File: src/hdl/rhp_pkg.sv
// Shared types and constants for the RGB to HSV pixel converter.
package rhp_pkg;

  localparam int HUE_W     = 15;
  localparam int SAT_W     = 8;
  localparam int HUE_SECTOR = 3840;   // 60 degrees in 1/64 degree units
  localparam int HUE_OFS_G = 7680;    // 120 degrees
  localparam int HUE_OFS_B = 15360;   // 240 degrees
  localparam int HUE_FULL  = 23040;   // 360 degrees
  localparam int HUE_LIMIT = 23039;
  localparam int SAT_LIMIT = 255;
  localparam int SAT_SHIFT = 8;       // saturation is a fraction of 256
  localparam int HUE_QB    = 12;      // hue quotient bits, quotient <= 3840
  localparam int SAT_QB    = 9;       // saturation quotient bits, quotient <= 256

  typedef enum logic [1:0] {
    SECT_RED,
    SECT_GREEN,
    SECT_BLUE
  } sector_e;

  typedef struct packed {
    sector_e sector;  // channel holding the maximum
    logic    neg;     // hue difference is negative
    logic    flat;    // black or grey pixel: hue and saturation forced to zero
  } cls_t;

endpackage

File: src/hdl/rgb_to_hsv_pixel.sv
// Top level of the RGB to HSV pixel converter.
// One pixel in per clock and one result out per clock, sustained while the
// output side does not stall. A pixel is classified on arrival (max, min, hue
// sector), parked in a two-entry queue, then passes a load register, a
// 12-stage pipeline that works out one quotient bit per stage for hue and
// saturation at once (the saturation division ending after its 9 bits), and
// an output register. Stalling the output holds the whole divider pipe and,
// once the queue fills, the input. Hue is in 1/64 degree (0..23039),
// saturation a fraction of 256 clamped to 255, brightness the largest
// channel. Black and grey pixels give zero hue and saturation.
module rgb_to_hsv_pixel import rhp_pkg::*; #(
  parameter int CHANNEL_BITS = 8
) (
  input  logic                    clk_i,
  input  logic                    rst_ni,
  input  logic                    in_valid_i,
  output logic                    in_ready_o,
  input  logic [CHANNEL_BITS-1:0] red_i,
  input  logic [CHANNEL_BITS-1:0] green_i,
  input  logic [CHANNEL_BITS-1:0] blue_i,
  output logic                    out_valid_o,
  input  logic                    out_ready_i,
  output logic [HUE_W-1:0]        hue_o,
  output logic [SAT_W-1:0]        saturation_o,
  output logic [CHANNEL_BITS-1:0] brightness_o
);

  localparam int CB = CHANNEL_BITS;
  localparam int QW = $bits(cls_t) + 3 * CB;

  cls_t          f_cls, b_cls;
  logic [CB-1:0] f_hi, f_diff, f_mag;
  logic [CB-1:0] b_hi, b_diff, b_mag;
  logic [QW-1:0] q_wdata, q_rdata;
  logic          q_valid, q_ready;

  rhp_front #(
    .CHANNEL_BITS(CHANNEL_BITS)
  ) u_front (
    .red_i  (red_i),
    .green_i(green_i),
    .blue_i (blue_i),
    .cls_o  (f_cls),
    .hi_o   (f_hi),
    .diff_o (f_diff),
    .mag_o  (f_mag)
  );

  assign q_wdata = {f_cls, f_hi, f_diff, f_mag};

  rhp_queue #(
    .WIDTH(QW)
  ) u_queue (
    .clk_i       (clk_i),
    .rst_ni      (rst_ni),
    .push_valid_i(in_valid_i),
    .push_ready_o(in_ready_o),
    .push_data_i (q_wdata),
    .pop_valid_o (q_valid),
    .pop_ready_i (q_ready),
    .pop_data_o  (q_rdata)
  );

  assign {b_cls, b_hi, b_diff, b_mag} = q_rdata;

  rhp_back #(
    .CHANNEL_BITS(CHANNEL_BITS)
  ) u_back (
    .clk_i       (clk_i),
    .rst_ni      (rst_ni),
    .in_valid_i  (q_valid),
    .in_ready_o  (q_ready),
    .in_cls_i    (b_cls),
    .in_hi_i     (b_hi),
    .in_diff_i   (b_diff),
    .in_mag_i    (b_mag),
    .out_valid_o (out_valid_o),
    .out_ready_i (out_ready_i),
    .hue_o       (hue_o),
    .saturation_o(saturation_o),
    .brightness_o(brightness_o)
  );

endmodule

File: src/hdl/rhp_front.sv
// Front end: finds max, min and hue sector of one pixel.
module rhp_front import rhp_pkg::*; #(
  parameter int CHANNEL_BITS = 8
) (
  input  logic [CHANNEL_BITS-1:0] red_i,
  input  logic [CHANNEL_BITS-1:0] green_i,
  input  logic [CHANNEL_BITS-1:0] blue_i,
  output cls_t                    cls_o,
  output logic [CHANNEL_BITS-1:0] hi_o,
  output logic [CHANNEL_BITS-1:0] diff_o,
  output logic [CHANNEL_BITS-1:0] mag_o
);

  logic [CHANNEL_BITS-1:0]        hi;
  logic [CHANNEL_BITS-1:0]        lo;
  logic signed [CHANNEL_BITS:0]   num;
  logic signed [CHANNEL_BITS:0]   abs_num;
  sector_e                        sector;

  always_comb begin
    hi = red_i;
    lo = red_i;
    if (green_i > hi) hi = green_i;
    if (blue_i > hi)  hi = blue_i;
    if (green_i < lo) lo = green_i;
    if (blue_i < lo)  lo = blue_i;

    // ties go to red, then green
    if (hi == red_i) begin
      sector = SECT_RED;
      num    = $signed({1'b0, green_i}) - $signed({1'b0, blue_i});
    end else if (hi == green_i) begin
      sector = SECT_GREEN;
      num    = $signed({1'b0, blue_i}) - $signed({1'b0, red_i});
    end else begin
      sector = SECT_BLUE;
      num    = $signed({1'b0, red_i}) - $signed({1'b0, green_i});
    end
    abs_num = num[CHANNEL_BITS] ? -num : num;
  end

  assign hi_o        = hi;
  assign diff_o      = hi - lo;
  assign mag_o       = abs_num[CHANNEL_BITS-1:0];
  assign cls_o.sector = sector;
  assign cls_o.neg    = num[CHANNEL_BITS];
  assign cls_o.flat   = (hi == '0) || (hi == lo);

endmodule

File: src/hdl/rhp_queue.sv
// Two-entry queue between the front end and the divider pipeline.
module rhp_queue #(
  parameter int WIDTH = 8
) (
  input  logic             clk_i,
  input  logic             rst_ni,
  input  logic             push_valid_i,
  output logic             push_ready_o,
  input  logic [WIDTH-1:0] push_data_i,
  output logic             pop_valid_o,
  input  logic             pop_ready_i,
  output logic [WIDTH-1:0] pop_data_o
);

  logic [WIDTH-1:0] mem_q [2];
  logic             wr_ptr_q, wr_ptr_d;
  logic             rd_ptr_q, rd_ptr_d;
  logic [1:0]       count_q, count_d;
  logic             push, pop;

  assign push_ready_o = (count_q != 2'd2);
  assign pop_valid_o  = (count_q != 2'd0);
  assign pop_data_o   = mem_q[rd_ptr_q];
  assign push         = push_valid_i && push_ready_o;
  assign pop          = pop_valid_o && pop_ready_i;

  always_comb begin
    wr_ptr_d = push ? ~wr_ptr_q : wr_ptr_q;
    rd_ptr_d = pop  ? ~rd_ptr_q : rd_ptr_q;
    count_d  = count_q + 2'(push) - 2'(pop);
  end

  always_ff @(posedge clk_i or negedge rst_ni) begin
    if (!rst_ni) begin
      wr_ptr_q <= 1'b0;
      rd_ptr_q <= 1'b0;
      count_q  <= 2'd0;
    end else begin
      wr_ptr_q <= wr_ptr_d;
      rd_ptr_q <= rd_ptr_d;
      count_q  <= count_d;
    end
  end

  always_ff @(posedge clk_i) begin
    if (push) begin
      mem_q[wr_ptr_q] <= push_data_i;
    end
  end

  a_count_max: assert property (@(posedge clk_i) disable iff (!rst_ni)
    count_q != 2'd3)
    else $error("queue count out of range");

  a_ptr_gap: assert property (@(posedge clk_i) disable iff (!rst_ni)
    (count_q == 2'd0 || count_q == 2'd2) |-> (wr_ptr_q == rd_ptr_q))
    else $error("queue pointers disagree with count");

endmodule

File: src/hdl/rhp_back.sv
// Back end: pipelined restoring dividers for hue and saturation, then final fix-up.
module rhp_back import rhp_pkg::*; #(
  parameter int CHANNEL_BITS = 8
) (
  input  logic                    clk_i,
  input  logic                    rst_ni,
  input  logic                    in_valid_i,
  output logic                    in_ready_o,
  input  cls_t                    in_cls_i,
  input  logic [CHANNEL_BITS-1:0] in_hi_i,
  input  logic [CHANNEL_BITS-1:0] in_diff_i,
  input  logic [CHANNEL_BITS-1:0] in_mag_i,
  output logic                    out_valid_o,
  input  logic                    out_ready_i,
  output logic [HUE_W-1:0]        hue_o,
  output logic [SAT_W-1:0]        saturation_o,
  output logic [CHANNEL_BITS-1:0] brightness_o
);

  localparam int CB   = CHANNEL_BITS;
  localparam int RW_H = CB + HUE_QB;     // holds mag * 3840
  localparam int RW_S = CB + SAT_QB;     // holds diff * 256
  localparam int NSTG = HUE_QB;

  logic                en;
  logic                v_q    [NSTG+1];
  cls_t                cls_q  [NSTG+1];
  logic [CB-1:0]       hi_q   [NSTG+1];
  logic [CB-1:0]       diff_q [NSTG+1];
  logic [RW_H-1:0]     rem_h_q[NSTG+1];
  logic [HUE_QB-1:0]   hq_q   [NSTG+1];
  logic [RW_S-1:0]     rem_s_q[NSTG+1];
  logic [SAT_QB-1:0]   sq_q   [NSTG+1];

  logic                out_valid_q;
  logic [HUE_W-1:0]    hue_q, hue_d;
  logic [SAT_W-1:0]    sat_q, sat_d;
  logic [CB-1:0]       bright_q;

  // whole pipe moves unless the output register holds an untaken beat
  assign en         = !out_valid_q || out_ready_i;
  assign in_ready_o = en;

  // stage 0: load operands
  always_ff @(posedge clk_i or negedge rst_ni) begin
    if (!rst_ni) begin
      v_q[0] <= 1'b0;
    end else if (en) begin
      v_q[0] <= in_valid_i;
    end
  end

  always_ff @(posedge clk_i) begin
    if (en) begin
      cls_q[0]   <= in_cls_i;
      hi_q[0]    <= in_hi_i;
      diff_q[0]  <= in_diff_i;
      rem_h_q[0] <= RW_H'(in_mag_i) * RW_H'(HUE_SECTOR);
      hq_q[0]    <= '0;
      rem_s_q[0] <= RW_S'(in_diff_i) << SAT_SHIFT;
      sq_q[0]    <= '0;
    end
  end

  // one quotient bit of the hue division per stage, and of saturation up to SAT_QB
  for (genvar s = 1; s <= NSTG; s++) begin : g_stage
    localparam int HB = HUE_QB - s;
    logic [RW_H-1:0] trial_h;
    logic            take_h;

    assign trial_h = RW_H'(diff_q[s-1]) << HB;
    assign take_h  = rem_h_q[s-1] >= trial_h;

    always_ff @(posedge clk_i or negedge rst_ni) begin
      if (!rst_ni) begin
        v_q[s] <= 1'b0;
      end else if (en) begin
        v_q[s] <= v_q[s-1];
      end
    end

    always_ff @(posedge clk_i) begin
      if (en) begin
        cls_q[s]   <= cls_q[s-1];
        hi_q[s]    <= hi_q[s-1];
        diff_q[s]  <= diff_q[s-1];
        rem_h_q[s] <= take_h ? rem_h_q[s-1] - trial_h : rem_h_q[s-1];
        hq_q[s]    <= {hq_q[s-1][HUE_QB-2:0], take_h};
      end
    end

    if (s <= SAT_QB) begin : g_sat
      localparam int SB = SAT_QB - s;
      logic [RW_S-1:0] trial_s;
      logic            take_s;

      assign trial_s = RW_S'(hi_q[s-1]) << SB;
      assign take_s  = rem_s_q[s-1] >= trial_s;

      always_ff @(posedge clk_i) begin
        if (en) begin
          rem_s_q[s] <= take_s ? rem_s_q[s-1] - trial_s : rem_s_q[s-1];
          sq_q[s]    <= {sq_q[s-1][SAT_QB-2:0], take_s};
        end
      end
    end else begin : g_sat_pass
      always_ff @(posedge clk_i) begin
        if (en) begin
          rem_s_q[s] <= rem_s_q[s-1];
          sq_q[s]    <= sq_q[s-1];
        end
      end
    end
  end

  // sector offset, wrap of negative hue, clamps and zeroing of flat pixels
  always_comb begin
    logic signed [16:0] ofs;
    logic signed [16:0] qs;
    logic signed [16:0] hs;
    case (cls_q[NSTG].sector)
      SECT_RED:   ofs = 17'sd0;
      SECT_GREEN: ofs = 17'(HUE_OFS_G);
      SECT_BLUE:  ofs = 17'(HUE_OFS_B);
      default:    ofs = 17'sd0;
    endcase
    qs = $signed({5'b0, hq_q[NSTG]});
    if (cls_q[NSTG].neg) qs = -qs;
    hs = ofs + qs;
    if (hs < 0) hs = hs + 17'(HUE_FULL);
    if (hs > 17'(HUE_LIMIT)) hs = 17'(HUE_LIMIT);
    if (hs < 0) hs = 17'sd0;

    hue_d = hs[HUE_W-1:0];
    sat_d = sq_q[NSTG][SAT_QB-1] ? SAT_W'(SAT_LIMIT) : sq_q[NSTG][SAT_W-1:0];
    if (cls_q[NSTG].flat) begin
      hue_d = '0;
      sat_d = '0;
    end
  end

  always_ff @(posedge clk_i or negedge rst_ni) begin
    if (!rst_ni) begin
      out_valid_q <= 1'b0;
    end else if (en) begin
      out_valid_q <= v_q[NSTG];
    end
  end

  always_ff @(posedge clk_i) begin
    if (en) begin
      hue_q    <= hue_d;
      sat_q    <= sat_d;
      bright_q <= hi_q[NSTG];
    end
  end

  assign out_valid_o  = out_valid_q;
  assign hue_o        = hue_q;
  assign saturation_o = sat_q;
  assign brightness_o = bright_q;

  a_hue_range: assert property (@(posedge clk_i) disable iff (!rst_ni)
    out_valid_q |-> (hue_q <= HUE_W'(HUE_LIMIT)))
    else $error("hue beyond limit");

  a_black: assert property (@(posedge clk_i) disable iff (!rst_ni)
    (out_valid_q && bright_q == '0) |-> (hue_q == '0 && sat_q == '0))
    else $error("black pixel with non-zero hue or saturation");

  a_last_stage: assert property (@(posedge clk_i) disable iff (!rst_ni)
    (en && v_q[NSTG]) |=> out_valid_q)
    else $error("finished beat lost at output register");

endmodule

File: config.mk
export PLATFORM = sky130hd
export DESIGN_NAME = rgb_to_hsv_pixel
export DESIGN_NICKNAME = d
export VERILOG_FILES = /design/src/hdl/rhp_pkg.sv /design/src/hdl/rgb_to_hsv_pixel.sv /design/src/hdl/rhp_front.sv /design/src/hdl/rhp_queue.sv /design/src/hdl/rhp_back.sv
export SDC_FILE = /design/constraint.sdc
export NUM_CORES = 2
export LEC_CHECK = 0
export BUFFER_PORTS_ARGS = -buffer_cell sky130_fd_sc_hd__buf_2
export CAP_MARGIN = 0
export CORE_MARGIN = 8
export CORE_UTILIZATION = 35
export DETAILED_ROUTE_END_ITERATION = 8
export PLACE_DENSITY = 0.54
export SYNTH_ARGS = -nofsm -noshare
export SYNTH_HDL_FRONTEND = slang
export SYNTH_HIERARCHICAL = 1
export SYNTH_SLANG_ARGS = --single-unit
File: constraint.sdc
create_clock -name clk_i -period 23.7 [get_ports clk_i]
set_clock_uncertainty 0.05 [all_clocks]
set_input_delay 1.185 -clock clk_i [delete_from_list [all_inputs] [get_ports clk_i]]
set_output_delay 1.185 -clock clk_i [all_outputs]
set_load 0.005 [all_outputs]
# == Word-level counts from Yosys, hierarchy flattened ==
# Memories as Yosys holds them, arrays and structs flattened. A register that Yosys moved wholly into a read port is not among the register bits.
# Cells that the tools add are included.
# op_classes
n_addsub,31
n_mux,39
reduce_logical,8
n_div,0
shifts,0
n_mul,1
n_lt_le_gt_ge,28
bitwise_logic,2
eq_ne,6
# op_table
op,count
$mux 20,12
$mux 17,12
$mux 8,6
$lt 17x1->1 const B,2
$pmux 14 s2,1
$sub 8x8->9,3
$eq 8x8->1,3
$ge 20x10->1,1
$ge 20x11->1,1
$ge 20x12->1,1
$ge 20x13->1,1
$ge 20x14->1,1
$ge 20x15->1,1
$ge 20x16->1,1
$ge 20x17->1,1
$ge 20x18->1,1
$ge 20x19->1,1
$ge 20x8->1,1
$ge 20x9->1,1
$sub 20x10->20,1
$sub 20x11->20,1
$sub 20x12->20,1
$sub 20x13->20,1
$sub 20x14->20,1
other kinds (49),59
# totals
ramBits,1070
regBits,41
word_cells,142
latch_bits,0
rom_bits,0
n_memories,8
# memory_table
name,words,word_bits,read_ports,rd_clocked_by_memory_dff,write_ports,line_no,text
u_back.rem_h_q,13,20,12,0,13,rhp_back.sv:30,logic [RW_H-1:0] rem_h_q[NSTG+1];
u_back.rem_s_q,13,17,12,0,13,rhp_back.sv:32,logic [RW_S-1:0] rem_s_q[NSTG+1];
u_back.hq_q,13,12,13,0,13,rhp_back.sv:31,logic [HUE_QB-1:0] hq_q [NSTG+1];
u_back.sq_q,13,9,13,0,13,rhp_back.sv:33,logic [SAT_QB-1:0] sq_q [NSTG+1];
u_back.diff_q,13,8,12,0,13,rhp_back.sv:29,logic [CB-1:0] diff_q [NSTG+1];
u_back.hi_q,13,8,13,1,13,rhp_back.sv:28,logic [CB-1:0] hi_q [NSTG+1];
2 more memories,-,-,-,-,-,-,

# == Logic depth before layout (Yosys ltp) ==
# An unclocked memory read counts as a cell.
# logic_depth
ltp_word,10
ltp_mapped,28
mapped_depth_nobuf,25

# == Modules after synthesis ==
# Netlist, hierarchy kept.
# modules_own_cells
mod,cells_per_inst,instances,area_each_um2
rhp_back,2608,1,34090.2
rhp_front,401,1,2871.5
rhp_queue,104,1,2260.9

# == Worst setup path after synthesis ==
# OpenSTA, ideal clock, no wires.
# synth_path
kind,input-to-reg
from,input out_ready_i
to,register u_queue.count_q[1]
slack_ps,5940
n_path_buf,2
t_arrival_ps,17630
stages,10
path_cell_list,nor2b_1 -> clkbuf_1 -> clkbuf_1 -> inv_1 -> and2_4 -> ha_1 -> inv_1 -> ha_1 -> xnor2_1 -> xnor2_1
# synth_between
elab_chain_len,3
# synth_rtl
element,line_no,text
from (decl),rgb_to_hsv_pixel.sv:22,"input logic out_ready_i,"
$logic_or 1x1->1,rhp_back.sv:41,assign en = !out_valid_q || out_ready_i;
named net q_ready,rgb_to_hsv_pixel.sv:35,"logic q_valid, q_ready;"
$logic_and 1x1->1,rhp_queue.sv:25,assign pop = pop_valid_o && pop_ready_i;
named net u_queue.pop,rhp_queue.sv:19,"logic push, pop;"
$sub 2x1->2,rhp_queue.sv:30,count_d = count_q + 2'(push) - 2'(pop);
named net u_queue.count_d[1],rhp_queue.sv:18,"logic [1:0] count_q, count_d;"
to (signal assigned),rhp_queue.sv:41,count_q <= count_d;
to (decl),rhp_queue.sv:18,
# The timed path passes the listed nets, and every way through them passes these cells.
# A chain may end at the register's enable or synchronous reset.

# == Worst setup path in the final report ==
# layout_path
from,input green_i[1]
to,"memory u_queue/mem_q[0][15] (netlist name), data pin"
# layout_between
elab_chain_len,5
word_cells_on_any_way,9
cone_classes,add/sub: 1; order compare: 4; mux: 4
# layout_rtl
element,line_no,text
from (decl),rgb_to_hsv_pixel.sv:19,"input logic [CHANNEL_BITS-1:0] green_i,"
$gt 8x8->1 or $lt 8x8->1 (tied branches),"rhp_front.sv:23, rhp_front.sv:25",
$mux 8 (on tied branches),"rhp_front.sv:23, rhp_front.sv:25",
$gt 8x8->1 or $lt 8x8->1 (tied branches),"rhp_front.sv:24, rhp_front.sv:26",
$mux 8 (on tied branches),"rhp_front.sv:24, rhp_front.sv:26",
$sub 8x8->8 (*),rhp_front.sv:43,assign diff_o = hi - lo;
named net f_diff[7],rgb_to_hsv_pixel.sv:32,"logic [CB-1:0] f_hi, f_diff, f_mag;"
to (decl),rhp_queue.sv:15,logic [WIDTH-1:0] mem_q [2];
# The timed path passes the listed nets; every way through them passes the cells marked *.

==> flow_summary.yaml <==
clock_network:
  cts-resized-gates: 0
  clk_latency_ns: 0.64
  clk_pin_slew_worst_paths_ns: 0.06
  clock_sinks: 779
  cts_tree: "built"
  cts_buffers: 88
  cts_hold_buf: 0
  cts_max_path_buffers: 3
  htreeDepth: 3
  cts_setup_buffers: 0
  cts_root_buf: "clkbuf_16"
power_and_ir_drop:
  pwr-share-comb_pct: 40.1
  ir_worst_vdd_mv: 0.09865
  clockPowerShare_pct: 20.0
  p_leak_nw: 16.76
  power.switching_mw: 2.210
  pwr-share-seq_pct: 39.9
  switching_share_pct: 34.64
  internal_power_mw: 4.170
  p_per_area_nw_per_um2: 144.8
critical_path:
  critPathCaptureType: "register"
  rr_startpoint: "u_back/hq_q[1][51]$_DFFE_PP_"
  cp-startpoint: "green_i[1]"
  reg2reg_depth: 20
  crit_path_max_fanout: 18
  critPathLaunchType: "input port"
  reg2reg_to: "u_back/hue_o[9]$_SDFFCE_PP0P_"
  rrSetupSlack_ns: 18.46
  cp_data_required_time_ns: 24.02
  crit_arrival_ns: 6.98
  worstSetupPathType: "in -> reg"
  crit_path_end: "u_queue/mem_q[0][15]$_DFFE_PP_"
grt:
  gr-total-overflow: 0
  grt_pass1_vias: 22940
  globalRouteTotalUtil_pct: 11.01
  antenna_found_initial: 0
  grt_max_degree: 113
  grt_pass1_wl_um: 112400
route:
  postRouteAntennaNets: 0
  routed-via-count: 22660
  wl_per_cell_um: 14.23
  wl_um: 68370
  viasPerCell: 4.714
  firstDrtPassIters: 5
  drt_iter0_markers: 1174
  drcViolationCount: 0
layout:
  layout-drive-gt1-share_pct: 9.498
  syn_to_final_growth_pct: 12.32
  antennaDiodeCount: 0
  fill_cells: 10690
  nets: 3540
hold_path:
  worstHoldPathType: "reg -> reg"
  min_path_cells: 0
sta:
  worst_slew_pin_slew_ns: 1.086
  period_share_pct: 28.08
  rsz0062_at_grt: "false"
  fmax_mhz: 150.2
  finalHoldViolations: 0
  slew_headroom_pct: 27.62
  fin_tns_setup_ns: 0
  final_max_slew_viol_count: 0
  fin_hold_ws_ns: 0.3491
  setup_viol: 0
  finalCriticalPeriod_ns: 6.656
logic_synthesis:
  yosys_warnings: 6
  synth-seq-area-share_pct: 59.41
  synth_edf_count: 761
  syn_inst: 3113
  synth_cell_types: 102
  async_flop_share_pct: 2.311
  syn_area_per_cell_sq_um: 12.60
  synth-main-ff-cell: "edfxtp_1"
  synth_nets: 3417
  ys_seq_elements: 779
  synth_area_sq_um: 39220
place:
  hpwlAfterDp_um: 48830
  gp_congestion: 0.8593
  io_buffers: 60
outcome:
  status: "finished, final reports clean"
floorplanning:
  fp.dieArea_sq_um: 123000
  die_x_um: 350.8
  io_pins: 61
  core_area_sq_um: 111900
  num_rows: 123
  die_h_um: 350.8
  start_util_pct: 35.06
job:
  max_cap_viol_count: 0
## cell usage in the layout (no fill, tap or decap), drive strengths merged, types with 60 or more instances in the layout
| cell | count |
|---|---|
| a21oi | 166 |
| buf | 81 |
| clkbuf | 113 |
| edfxtp | 761 |
| ha | 239 |
| inv | 312 |
| mux2 | 71 |
| nand2 | 192 |
| nor2 | 198 |
| nor2b | 60 |
| nor3 | 88 |
| o21ai | 185 |
| xnor2 | 114 |
| xor2 | 119 |
## flip-flops by register name, summed over array words and instances (netlist names)
name	cells
u_back/cls_q	52
u_queue/wr_ptr_q	1
u_back/hue_o	15
u_back/hi_q	104
u_queue/mem_q	56
u_back/v_q	13
u_back/hq_q	78
u_back/saturation_o	8
u_back/diff_q	96
u_back/brightness_o	8
u_queue/count_q	2
u_queue/rd_ptr_q	1
u_back/rem_s_q	100
u_back/out_valid_o	1
u_back/sq_q	72
u_back/rem_h_q	172
## metal layers
metal  up-vias  share of wire, %  global-route usage (%)
met5         -                 0                       0
met1     10630                41                   12.14
met2       316                51                   20.41
met3       136               3.6                   1.991
met4         0               4.0                   5.212
li1      11570                 -                       -
## worst max-delay path: stages
cell and delay [ns]:
buf_2 0.20, inv_1 0.13, ha_1 0.30, nor2b_1 0.17, o311ai_2 0.37, and2_1 0.60, a41o_1 0.56, nor2_1 0.08
a21oi_1 0.24, ha_1 0.29, a2111oi_0 0.56, nand2_1 0.09, o21ai_0 0.10, a31o_2 0.29, nor2_1 0.09, a21o_1 0.20
inv_1 0.07, ha_1 0.24, nor2b_1 0.13, o21ai_0 0.15, nand2b_1 0.11, a21o_1 0.19, a21o_1 0.19, a21o_1 0.17
a21oi_1 0.16, xnor2_1 0.10
## Yosys cell counts (all sizes together), types with 37 or more instances
cell	number	area [sq um]
edfxtp	761	22850
inv	308	1156
ha	239	2990
nor2	198	743.2
nand2	192	723.2
o21ai	185	929.6
a21oi	166	830.8
xor2	119	1042
xnor2	114	998.5
nor3	88	445.4
mux2	71	840.8
nor2b	60	377.9
fa	37	740.7
nand2b	37	231.5
o21a	37	277.8
## worst min-delay path by stage
stage                                       startpoint                               end  slack, ns
after floorplan           u_back/hi_q[12][0]$_DFFE_PP_  u_back/brightness_o[0]$_DFFE_PP_       0.35
after global placement    u_back/cls_q[3][1]$_DFFE_PP_      u_back/cls_q[4][1]$_DFFE_PP_       0.35
after detailed placement  u_back/cls_q[9][1]$_DFFE_PP_     u_back/cls_q[10][1]$_DFFE_PP_       0.35
after CTS                 u_back/sq_q[1][31]$_DFFE_PP_       u_back/sq_q[2][5]$_DFFE_PP_       0.35
after global routing      u_back/sq_q[1][10]$_DFFE_PP_      u_back/sq_q[1][20]$_DFFE_PP_       0.36
final                     u_back/sq_q[1][31]$_DFFE_PP_       u_back/sq_q[2][5]$_DFFE_PP_       0.35
## stage by stage
stage	worst slack, ns	cells	total power [mW]	instance area, sq um	util, %
2_1_floorplan	5.940	3113	4.670	39220	-
3_3_place_gp	16.52	4646	5.137	41340	36.95
3_5_place_dp	16.52	4646	5.174	41340	36.95
4_1_cts	17.20	4806	6.491	44050	39.38
5_1_grt	16.56	4806	6.920	44050	39.38
6_report	17.04	4806	6.380	44050	39.38
## power by group through the flow
stage	Sequential, mW	Clock [mW]	Combinational (mW)
after floorplan	2.60	0	2.07
after global routing	2.61	1.38	2.93
final	2.55	1.27	2.56
after CTS	2.55	1.33	2.61
after global placement	2.57	0	2.56
after detailed placement	2.58	0	2.59
## layout make-up
| class | instances | area (sq um) | share of cell area (%) |
|---|---|---|---|
| Clock buffer | 113 | 2338 | 5.308 |
| Clock inverter | 47 | 379.1 | 0.8606 |
| Inverter | 308 | 1164 | 2.641 |
| Multi-Input combinational cell | 1978 | 14540 | 33.00 |
| Sequential cell | 779 | 23300 | 52.89 |
| Tap cell | 1500 | 1877 | 4.260 |
| Timing Repair Buffer | 81 | 457.9 | 1.039 |
## logic make-up (layout without fill, tap and decap cells)
group	Yosys count	after routing	synth area share (%)
XOR/XNOR	233	233	5.203
AO/OA/AOI/OAI	581	581	9.318
adder cells (fa/ha/maj)	276	276	9.513
multiplexers	95	95	2.766
buffers and inverters	356	549	3.586
flip-flops	779	779	59.41
AND/OR/NAND/NOR	793	793	10.20
No activity file was read; power rests on OpenSTA's default activity.
